File: src/hw/rtl/mfs_pkg.sv
// shared types and constants for the masked product frobenius sum block
`default_nettype none
package mfs_pkg;
   localparam int ELEM_W = 24;
   localparam int IDX_W  = 11;
   localparam int CFG_W  = 7;
   localparam int ACC_W  = 64;
   localparam int G_W    = 32;
   localparam int ROUND_SHIFT = 16;
   localparam logic [ACC_W-1:0] ACC_LIMIT = {1'b0, {(ACC_W-1){1'b1}}};

   typedef enum logic [1:0] {
      OP_LOAD_A = 2'd0,
      OP_LOAD_C = 2'd1,
      OP_LOAD_B = 2'd2,
      OP_START  = 2'd3
   } op_type;

   typedef enum logic [1:0] {
      CSR_ASSOC_ROWS = 2'd0,
      CSR_ASSOC_COLS = 2'd1,
      CSR_C_ROWS     = 2'd2,
      CSR_B_ROWS     = 2'd3
   } csr_index_type;

   // one step of the nested walk over the stores
   typedef struct packed {
      logic             valid;
      logic             first;
      logic             last;
      logic [IDX_W-1:0] outer;
      logic [IDX_W-1:0] mid;
      logic [IDX_W-1:0] inner;
   } step_type;

   // element load toward the stores
   typedef struct packed {
      logic              a_we;
      logic              c_we;
      logic              b_we;
      logic [IDX_W-1:0]  row;
      logic [IDX_W-1:0]  col;
      logic [ELEM_W-1:0] value;
   } load_type;
endpackage
`default_nettype wire

File: src/hw/rtl/mfs_walk.sv
// nested three-level loop counter that drives store addresses
`default_nettype none
module mfs_walk (
   input  wire logic                      clock,
   input  wire logic                      reset,
   input  wire logic                      start,
   input  wire logic [mfs_pkg::IDX_W-1:0] lim_outer,
   input  wire logic [mfs_pkg::IDX_W-1:0] lim_mid,
   input  wire logic [mfs_pkg::IDX_W-1:0] lim_inner,
   output mfs_pkg::step_type              step,
   output logic                           done
);
   import mfs_pkg::*;

   logic             busy_ff, busy_in;
   logic             done_ff, done_in;
   logic [IDX_W-1:0] o_ff, o_in, m_ff, m_in, i_ff, i_in;
   logic             i_end, m_end, o_end;

   assign i_end = (i_ff == lim_inner - IDX_W'(1));
   assign m_end = (m_ff == lim_mid - IDX_W'(1));
   assign o_end = (o_ff == lim_outer - IDX_W'(1));

   always_comb begin
      busy_in = busy_ff;
      done_in = 1'b0;
      o_in    = o_ff;
      m_in    = m_ff;
      i_in    = i_ff;
      if (start) begin
         o_in = '0;
         m_in = '0;
         i_in = '0;
         if (lim_outer == '0 || lim_mid == '0) begin
            done_in = 1'b1;
         end else begin
            busy_in = 1'b1;
         end
      end else if (busy_ff) begin
         if (!i_end) begin
            i_in = i_ff + IDX_W'(1);
         end else begin
            i_in = '0;
            if (!m_end) begin
               m_in = m_ff + IDX_W'(1);
            end else begin
               m_in = '0;
               if (!o_end) begin
                  o_in = o_ff + IDX_W'(1);
               end else begin
                  busy_in = 1'b0;
                  done_in = 1'b1;
               end
            end
         end
      end
   end

   always_ff @(posedge clock) begin
      if (reset) begin
         busy_ff <= 1'b0;
         done_ff <= 1'b0;
         o_ff    <= '0;
         m_ff    <= '0;
         i_ff    <= '0;
      end else begin
         busy_ff <= busy_in;
         done_ff <= done_in;
         o_ff    <= o_in;
         m_ff    <= m_in;
         i_ff    <= i_in;
      end
   end

   assign step.valid = busy_ff;
   assign step.first = (i_ff == '0);
   assign step.last  = i_end;
   assign step.outer = o_ff;
   assign step.mid   = m_ff;
   assign step.inner = i_ff;
   assign done       = done_ff;
endmodule
`default_nettype wire

File: config.mk
export PLATFORM = sky130hd
export DESIGN_NAME = mfs_walk
export DESIGN_NICKNAME = d
export VERILOG_FILES = /design/src/hw/rtl/mfs_pkg.sv /design/src/hw/rtl/mfs_walk.sv
export SDC_FILE = /design/constraint.sdc
export NUM_CORES = 1
export LEC_CHECK = 0
export ABC_AREA = 1
export BUFFER_PORTS_ARGS = -buffer_cell sky130_fd_sc_hd__buf_2
export CAP_MARGIN = 10
export CORE_UTILIZATION = 30
export DETAILED_ROUTE_END_ITERATION = 8
export PLACE_DENSITY_LB_ADDON = 0.12
export SLEW_MARGIN = 20
export SYNTH_ARGS = -nofsm -noshare
export SYNTH_HDL_FRONTEND = slang
export SYNTH_SLANG_ARGS = --single-unit
File: constraint.sdc
create_clock -name clock -period 2.5 [get_ports clock]
set_input_delay 0.375 -clock clock [delete_from_list [all_inputs] [get_ports clock]]
set_output_delay 0.375 -clock clock [all_outputs]
set_load 0.01 [all_outputs]
# ---- After elaboration in Yosys (flattened, before gate mapping)
# Index checks and enable logic that the tools add are counted.
# W data, S select, Z words.
dict set report totals {
  rom_bits 0
  mem_bits_rw 0
  word_cells 37
  mem_count 0
  output_inout_bits 37
  latchBits 0
  ff_bits 35
}
dict set report classes {
  eq_ne 4
  order_cmp 0
  n_shift 0
  muxes 14
  mul 0
  reduce_logical 7
  div_mod_pow 0
  n_addsub 6
  bitwise 1
}
# cell n
set op_table {}
lappend op_table {{$add A11 B1 Y11 const B} 3}
lappend op_table {{$eq A11 B11 Y1} 3}
lappend op_table {{$logic_not A11 Y1} 3}
lappend op_table {{$sub A11 B1 Y11 const B} 3}
lappend op_table {{$mux W11} 2}
lappend op_table {{$mux W1} 12}
lappend op_table {{$reduce_and A4 Y1} 1}
lappend op_table {{$ne A2 B2 Y1 const B} 1}
lappend op_table {{$reduce_and A2 Y1} 1}
lappend op_table {{$reduce_or A2 Y1} 1}
lappend op_table {{$logic_or A1 B1 Y1} 1}
lappend op_table {{$not A1 Y1} 1}

# ---- Logic depth before layout (Yosys ltp)
# Gate-level depths: netlist of the first run.
dict set report depth {
  word_depth 7
  mapped_depth 19
  ltp_nobuf 19
}

# ---- Worst setup path before layout of the first run
# No wires, ideal clock.
dict set report synth_path {
  kind {input -> register}
  start {input port lim_mid[0] in the netlist's numbering}
  end {register o_ff[3]}
  t_required_ns 2.368
  n_path_buf 1
  path_stages 16
  setup_time_ns 0.132
  arrival_ns 1.976
  path_slack_ns 0.392
  path_cell_list {inv_1 -> ha_1 -> nand2_2 -> nor2_4 -> nand2_2 -> nand2_2 -> nand2_1 -> nand2_1 -> nand2_2 -> nor3_4 -> nand2_4 -> nor2_4 -> nand2_1 -> buf_2 -> nand2_1 -> a21oi_1}
}
dict set report synth_via {
  elab_chain_cells 3
}
# element line_no
set synth_lines {}
lappend synth_lines {{from (decl)} mfs_walk.sv:8} ;# input wire logic [mfs_pkg::IDX_W-1:0] lim_mid,
lappend synth_lines {{$sub A11 B1 Y11} mfs_walk.sv:21} ;# assign m_end = (m_ff == lim_mid - IDX_W'(1));
lappend synth_lines {{$eq A11 B11 Y1} mfs_walk.sv:21}
lappend synth_lines {{$reduce_and A4 Y1 (no source line)} --}
lappend synth_lines {{to (signal assigned)} mfs_walk.sv:69} ;# o_ff <= o_in;
lappend synth_lines {{to (decl)} mfs_walk.sv:17} ;# logic [IDX_W-1:0] o_ff, o_in, m_ff, m_in, i_ff, i_in;
# No other way between the ends.
# A chain may end at the register's enable or synchronous reset.

==> impl_summary.log, run 1 <==
INFO  metric ctsLongestPathBuffers = 2
INFO  metric clock_h_tree_levels = 2
INFO  metric finalSetupViolations = 0
INFO  metric port_buffers = 72
INFO  metric wire_length_of_the_first_global_routing_pass = 17700 um
INFO  metric multi_input_area = 2440 um2
INFO  metric synth.net_count = 664
INFO  metric switchingPower = 0.418 mW
INFO  metric start_kind = input pin
INFO  metric top_level_ports = 73
INFO  metric synth_compound_gate_area_share = 5.71%
INFO  metric power_per_cell_area = 339 nW/um2
INFO  metric finalWirelength = 10500 um
INFO  metric finalWorstPathRequiredPeriod = 2.21 ns
INFO  metric switching_share = 29.0%
INFO  metric antenna_cells_inserted = 0
INFO  metric drt-initial-drc-count = 248
INFO  metric cts.clk_slew.worst_paths = 0.05 ns
INFO  metric clock-sinks = 35
INFO  metric criticalPathCategory = in2out
INFO  metric clkLatencyLatePin = 0.28 ns
INFO  metric start_util = 31.0%
INFO  metric first_global_vias = 3827
INFO  metric post_synth_fa_ha_maj_area_fraction = 2.82%
INFO  metric critPathCaptureType = output pin
INFO  metric ctsRootBufferMaster = clkbuf_16
INFO  metric grt_overflow_total = 0
INFO  metric synth.yosys.warnings = 0
INFO  metric worst_hold_slack = 0.379 ns
INFO  metric required = 2.12 ns
INFO  metric drc_errors = 0
INFO  metric register_area = 701 um2
INFO  metric die_width = 111 um
INFO  metric ant_nets = 0
INFO  metric cts_inserted_buffers = 5
INFO  metric cts_post_setup_buffers_inserted = 0
INFO  metric drtPass1Iterations = 5
INFO  metric synth.lib_cells_used.distinct = 37
INFO  metric cts_hold_buffers = 0
INFO  metric critPathArrivalTime = 1.84 ns
INFO  metric hold_path.class = in2reg
INFO  metric finalInstanceArea = 4260 um2
INFO  metric status = finished clean
INFO  metric share_clk_of_total_power = 42.3%
INFO  metric initial_antenna_violation_count = 0
INFO  metric routabilityCongestion = 0.879
INFO  metric setup_repair_after_global_routing_missed_its_margin = false
INFO  metric critPathMaxFanout = 3
INFO  metric track_usage = 17.5%
INFO  metric post_synth.cell_area_avg = 5.73 um2
INFO  metric finalClockSkew = 0.00888 ns
INFO  metric synth_top_family_by_area = simple AND/OR/NAND/NOR gates
INFO  metric worst-slew-pin-transition = 0.519 ns
INFO  metric final_hold_viol_count = 0
INFO  metric post_synth_xor_area_fraction = 10.0%
INFO  metric muxShareOfSynthArea = 0%
INFO  metric grt_max_degree = 20
INFO  metric finalMaxSlewViolations = 0
INFO  metric placed_cell_area = 4110 um2
INFO  metric power.share.sequential = 39.0%
INFO  metric row_count = 39
INFO  metric dr_total_vias = 3996
INFO  metric detail_route.vias_per_cell = 4.74
INFO  metric detail_route.wl_per_cell = 12.5 um
INFO  metric tritoncts_clock_tree = built
INFO  metric synth_simple_gate_area_share = 49.9%
INFO  metric synth.cell_area = 3550 um2
INFO  metric fp.coreArea = 11500 um2
INFO  metric max-vdd-ir-drop = 0.220 mV
INFO  metric synthesis.instances = 620
INFO  metric design.final.nets = 743
INFO  metric synth.ff_latch_count = 35
INFO  metric floorplan.die_area = 12300 um2
INFO  metric timing.final.crit_share = 88.5%
INFO  metric combPwrFrac = 18.7%
INFO  metric slew_headroom = 65.1%
INFO  metric layout-area-overhead-vs-synth = 20.0%
INFO  metric post_cts_resize_count = 0
INFO  metric fmax = 452 MHz
INFO  metric total_leakage_power = 2.16 nW
INFO  metric ys_seq_area_share = 19.7%
INFO  metric y_dimension_of_the_die = 111 um
INFO  metric n_fill_cell = 1291
INFO  metric dp.final_hpwl = 8720 um
INFO  metric cap_viol_max_count = 0
INFO  metric final_layout_size_suffix_gt1_share = 17.3%
INFO  metric power.internal = 1.03 mW
-- power by group through the flow --
stage / Combinational [mW] / Sequential [mW] / Clock (mW)
6_report: 0.270 / 0.563 / 0.610
5_1_grt: 0.310 / 0.563 / 0.656
4_1_cts: 0.271 / 0.562 / 0.632
3_5_place_dp: 0.270 / 0.575 / 0
3_3_place_gp: 0.267 / 0.575 / 0
2_1_floorplan: 0.171 / 0.576 / 0
-- logic make-up after synthesis --
| family | Yosys count |
|---|---|
| flops | 35 |
| xor+xnor | 38 |
| simple gates | 394 |
| compound gates | 39 |
| fa+ha+maj | 8 |
| buf+inv | 106 |
-- per-layer routing --
metal | share of wire, % | track usage, % | up-vias
li1 | - | - | 2110
met1 | 46 | 22.3 | 1782
met2 | 47 | 30.2 | 88
met3 | 4.1 | 2.57 | 16
met4 | 2.2 | 5.60 | 0
met5 | 0 | 0 | -
-- sequential cells by signal, indices dropped and copies added, names as in the netlist --
signal / cells
i_ff: 11
done: 1
m_ff: 11
o_ff: 11
busy_ff: 1
-- critical path, cell delays in order --
cell and delay [ns]:
buf_2 0.10, inv_1 0.08, ha_1 0.19, nand2_1 0.09, nor2_1 0.19, nand2_1 0.10, nand3_1 0.10, nand2_1 0.09
inv_1 0.06, nand4_1 0.08, nor2_1 0.21, buf_2 0.18
-- stage by stage --
stage | utilization, % | setup slack [ns] | instances | power (mW) | setup TNS [ns]
6_report | 37.1 | 0.287 | 843 | 1.44 | 0
5_1_grt | 37.1 | 0.0405 | 843 | 1.53 | 0
4_1_cts | 37.0 | 0.167 | 843 | 1.47 | 0
3_5_place_dp | 35.8 | -0.125 | 835 | 0.845 | -0.910
3_3_place_gp | 35.8 | -0.110 | 835 | 0.842 | -0.657
2_1_floorplan | - | 0.392 | 620 | 0.748 | 0
-- path summary, 6_finish.rpt --
kind | from | to | slack (ns) | cells after the start
setup / recovery | lim_inner[0] | step[33] | 0.29 | 12
hold / removal | start | done | 0.38 | 3
setup reg to reg | i_ff[3] | i_ff[4] | 0.47 | 12
hold reg to reg | o_ff[5] | o_ff[5] | 0.52 | 2
-- cell usage in the layout (no fill, tap or decap), types with 2 or more instances in the layout --
master / n
nor4_1: 4
buf_2: 72
nor2_4: 5
nor3_1: 12
nor2_1: 63
nand2_1: 188
xor2_1: 25
buf_4: 10
xor2_2: 2
nand2_2: 8
nand3_1: 83
xnor2_1: 10
nor2_2: 4
nand3b_1: 7
inv_2: 3
dfxtp_1: 35
clkbuf_16: 5
or2_2: 3
ha_1: 8
nand4_1: 10
o21ai_0: 11
a21oi_1: 23
clkinvlp_4: 2
inv_1: 91
-- synth_stat cells (all sizes together) --
cell      n  area, um2
a21oi    24        120
xor2     27        251
buf       5       38.8
inv      94        353
nor4      4       25.0
dfxtp    35        701
nand2   197        767
nand3b    7       52.6
o21ai    12       60.1
nand4    11       75.1
a31oi     1       6.26
and2      1       6.26
nor3     13       76.3
o311ai    1       8.76
clkinv    2       7.51
nor2     72        318
or2       5       31.3
clkbuf    5       20.0
nand3    84        420
o211ai    1       7.51
ha        8        100
xnor2    11        104
-- area by class of cell --
type | count | area share (%)
flip-flops and latches | 35 | 16.5
clock inverters | 2 | 0.294
clock buffers | 6 | 3.03
well taps | 143 | 4.20
inverters | 96 | 8.55
multi-input cells | 479 | 57.3
repair buffers | 82 | 10.2
(Power assumes the default switching activity.)
==> run 2, diff against run 1 <==
- CORE_UTILIZATION: 30 -> 55
==> run 2 against run 1 <==
Effect of this change: via count is 3.4% higher; non-clock buffer count down 4; clock skew increased by 0.0025 ns; die area decreased by 45%; clock power decreased by 15%; design area down 3.7%; critical path depth is the same; power shrank 6.8%; cell count is 8.5% lower; clock-buffer cell count down 1; critical path type unchanged; critical endpoint unchanged.
==> impl_summary.log, run 2 (same netlist as run 1, synthesis figures left out) <==
INFO  metric report.power.total = 1.34 mW (was 1.44 mW)
INFO  metric power.share.sequential = 41.9% (was 39.0%)
INFO  metric setup_repair_after_global_routing_missed_its_margin = false (unchanged)
INFO  metric grt_overflow_total = 0 (unchanged)
INFO  metric layout-area-overhead-vs-synth = 15.6% (was 20.0%)
INFO  metric share_clk_of_total_power = 38.8% (was 42.3%)
INFO  metric postLayoutCoreUtil = 67.7% (was 37.1%)
INFO  metric clkLatencyLatePin = 0.29 ns (was 0.28 ns)
INFO  metric floorplan.die_area = 6780 um2 (was 12300 um2)
INFO  metric finalWorstPathRequiredPeriod = 2.27 ns (was 2.21 ns)
INFO  metric total_leakage_power = 2.13 nW (was 2.16 nW)
INFO  metric cts.clk_slew.worst_paths = 0.07 ns (was 0.05 ns)
INFO  metric max-vdd-ir-drop = 0.396 mV (was 0.220 mV)
INFO  metric power.internal = 0.950 mW (was 1.03 mW)
INFO  metric dr_total_vias = 4130 (was 3996)
INFO  metric cap_viol_max_count = 0 (unchanged)
INFO  metric post_cts_resize_count = 0 (unchanged)
INFO  metric drc_errors = 0 (unchanged)
INFO  metric cts_post_setup_buffers_inserted = 0 (unchanged)
INFO  metric reg2reg_setup_slack = 0.35 ns (was 0.47 ns)
INFO  metric dp.final_hpwl = 7880 um (was 8720 um)
INFO  metric grt_max_degree = 21 (was 20)
INFO  metric hold_path.class = in2reg (unchanged)
INFO  metric critPathMaxFanout = 3 (unchanged)
INFO  metric clock_h_tree_levels = 2 (unchanged)
INFO  metric row_count = 28 (was 39)
INFO  metric layout_top_registers = i_ff: 11 flops, m_ff: 11 flops, o_ff: 11 flops (unchanged)
INFO  metric ant_nets = 0 (unchanged)
INFO  metric finalMaxSlewViolations = 0 (unchanged)
INFO  metric leading_cell_type_in_the_layout_fill_and_taps_excluded = nand2_1 (unchanged)
INFO  metric final_layout_size_suffix_gt1_share = 16.5% (was 17.3%)
INFO  metric power_per_cell_area = 328 nW/um2 (was 339 nW/um2)
INFO  metric worst_hold_slack = 0.371 ns (was 0.379 ns)
INFO  metric die_width = 82.3 um (was 111 um)
INFO  metric fmax = 440 MHz (was 452 MHz)
INFO  metric slew_headroom = 56.3% (was 65.1%)
INFO  metric regToRegStartpoint = m_ff[3] (was i_ff[3])
INFO  metric switchingPower = 0.395 mW (was 0.418 mW)
INFO  metric timing.final.crit_share = 90.8% (was 88.5%)
INFO  metric finalWirelength = 9790 um (was 10500 um)
INFO  metric finalInstanceArea = 4100 um2 (was 4260 um2)
INFO  metric detail_route.vias_per_cell = 5.36 (was 4.74)
INFO  metric top_level_ports = 73 (unchanged)
INFO  metric drt-initial-drc-count = 336 (was 248)
INFO  metric tritoncts_clock_tree = built (unchanged)
INFO  metric worst-r2r-cell-count = 11 (was 12)
INFO  metric status = finished clean (unchanged)
INFO  metric worstReg2RegEnd = o_ff[6] (was i_ff[4])
INFO  metric first_global_vias = 3507 (was 3827)
INFO  metric required = 2.12 ns (about the same)
INFO  metric combPwrFrac = 19.3% (was 18.7%)
INFO  metric ctsRootBufferMaster = clkbuf_8 (was clkbuf_16)
INFO  metric critPathArrivalTime = 1.90 ns (was 1.84 ns)
INFO  metric initial_antenna_violation_count = 0 (unchanged)
INFO  metric antenna_cells_inserted = 0 (unchanged)
INFO  metric criticalPathCategory = in2out (unchanged)
INFO  metric start_kind = input pin (unchanged)
INFO  metric fp.coreArea = 6060 um2 (was 11500 um2)
INFO  metric y_dimension_of_the_die = 82.3 um (was 111 um)
INFO  metric detail_route.wl_per_cell = 12.7 um (was 12.5 um)
INFO  metric worst-slew-pin-transition = 0.655 ns (was 0.519 ns)
INFO  metric wire_length_of_the_first_global_routing_pass = 15100 um (was 17700 um)
INFO  metric crit_start = lim_inner[0] (unchanged)
INFO  metric finalClockSkew = 0.0114 ns (was 0.00888 ns)
INFO  metric start_util = 58.6% (was 31.0%)
INFO  metric placed_cell_area = 3990 um2 (was 4110 um2)
INFO  metric critPathCaptureType = output pin (unchanged)
INFO  metric track_usage = 28.9% (was 17.5%)
INFO  metric cts_hold_buffers = 0 (unchanged)
INFO  metric final_hold_viol_count = 0 (unchanged)
INFO  metric switching_share = 29.4% (was 29.0%)
INFO  metric timing.critical_path.to = step[33] (unchanged)
INFO  metric cts_inserted_buffers = 5 (unchanged)
INFO  metric layout_common_cells = nand2_1, inv_1, nand3_1, buf_2, nor2_1 (unchanged)
INFO  metric port_buffers = 72 (unchanged)
INFO  metric finalSetupViolations = 0 (unchanged)
INFO  metric ctsLongestPathBuffers = 2 (unchanged)
INFO  metric design.final.nets = 739 (was 743)
INFO  metric clock-sinks = 35 (unchanged)
INFO  metric routabilityCongestion = 0.964 (was 0.879)
INFO  metric drtPass1Iterations = 5 (unchanged)
==> run 2: worst max-delay path: stages <==
cell     delay (ns)
buf_2          0.11
inv_1          0.09
ha_1           0.19
nand2_1        0.09
nor2_1         0.19
nand2_1        0.10
nand3_1        0.09
nand2_1        0.08
inv_1          0.05
nand4_1        0.08
nor2_1         0.26
buf_2          0.19
==> run 2: final cells by class <==
cell class	instances	area (um2)
fillers	560	1960
inverters	96	360
clock buffers	5	68.8
multi-input cells	479	2430
clock inverters	3	43.8
well taps	75	93.8
repair buffers	78	405
flip-flops and latches	35	701
==> run 2: power by group through the flow <==
stage                     Clock (mW)  Combinational [mW]  Sequential [mW]
after detailed placement           0               0.256            0.577
after global placement             0               0.250            0.577
after CTS                      0.527               0.257            0.563
final                          0.521               0.259            0.564
after global routing           0.549               0.292            0.564
after floorplan                    0               0.171            0.576
==> run 2: worst min-delay path by stage <==
stage | cells after the start | from | endpoint | slack (ns)
final | 3 | start | done | 0.37
after global routing | 3 | start | done | 0.37
after CTS | 3 | start | done | 0.37
after detailed placement | 2 | o_ff[5] | o_ff[5] | 0.51
after global placement | 2 | o_ff[5] | o_ff[5] | 0.50
after floorplan | 2 | start | done | 0.50
==> run 2: stage by stage <==
step	TNS [ns]	instances	setup WS, ns
2_1_floorplan	0	620	0.392
3_3_place_gp	0	763	0.0691
3_5_place_dp	-0.204	763	-0.0278
4_1_cts	0	771	0.251
5_1_grt	0	771	0.0630
6_report	0	771	0.229
==> run 2: layer usage <==
metal	routed length, um	GRT usage [%]	vias to the layer above
li1	-	-	2104
met1	4400	38.2	1839
met2	4410	48.1	166
met3	733	3.30	21
met4	246	10.9	0
met5	0	0	-
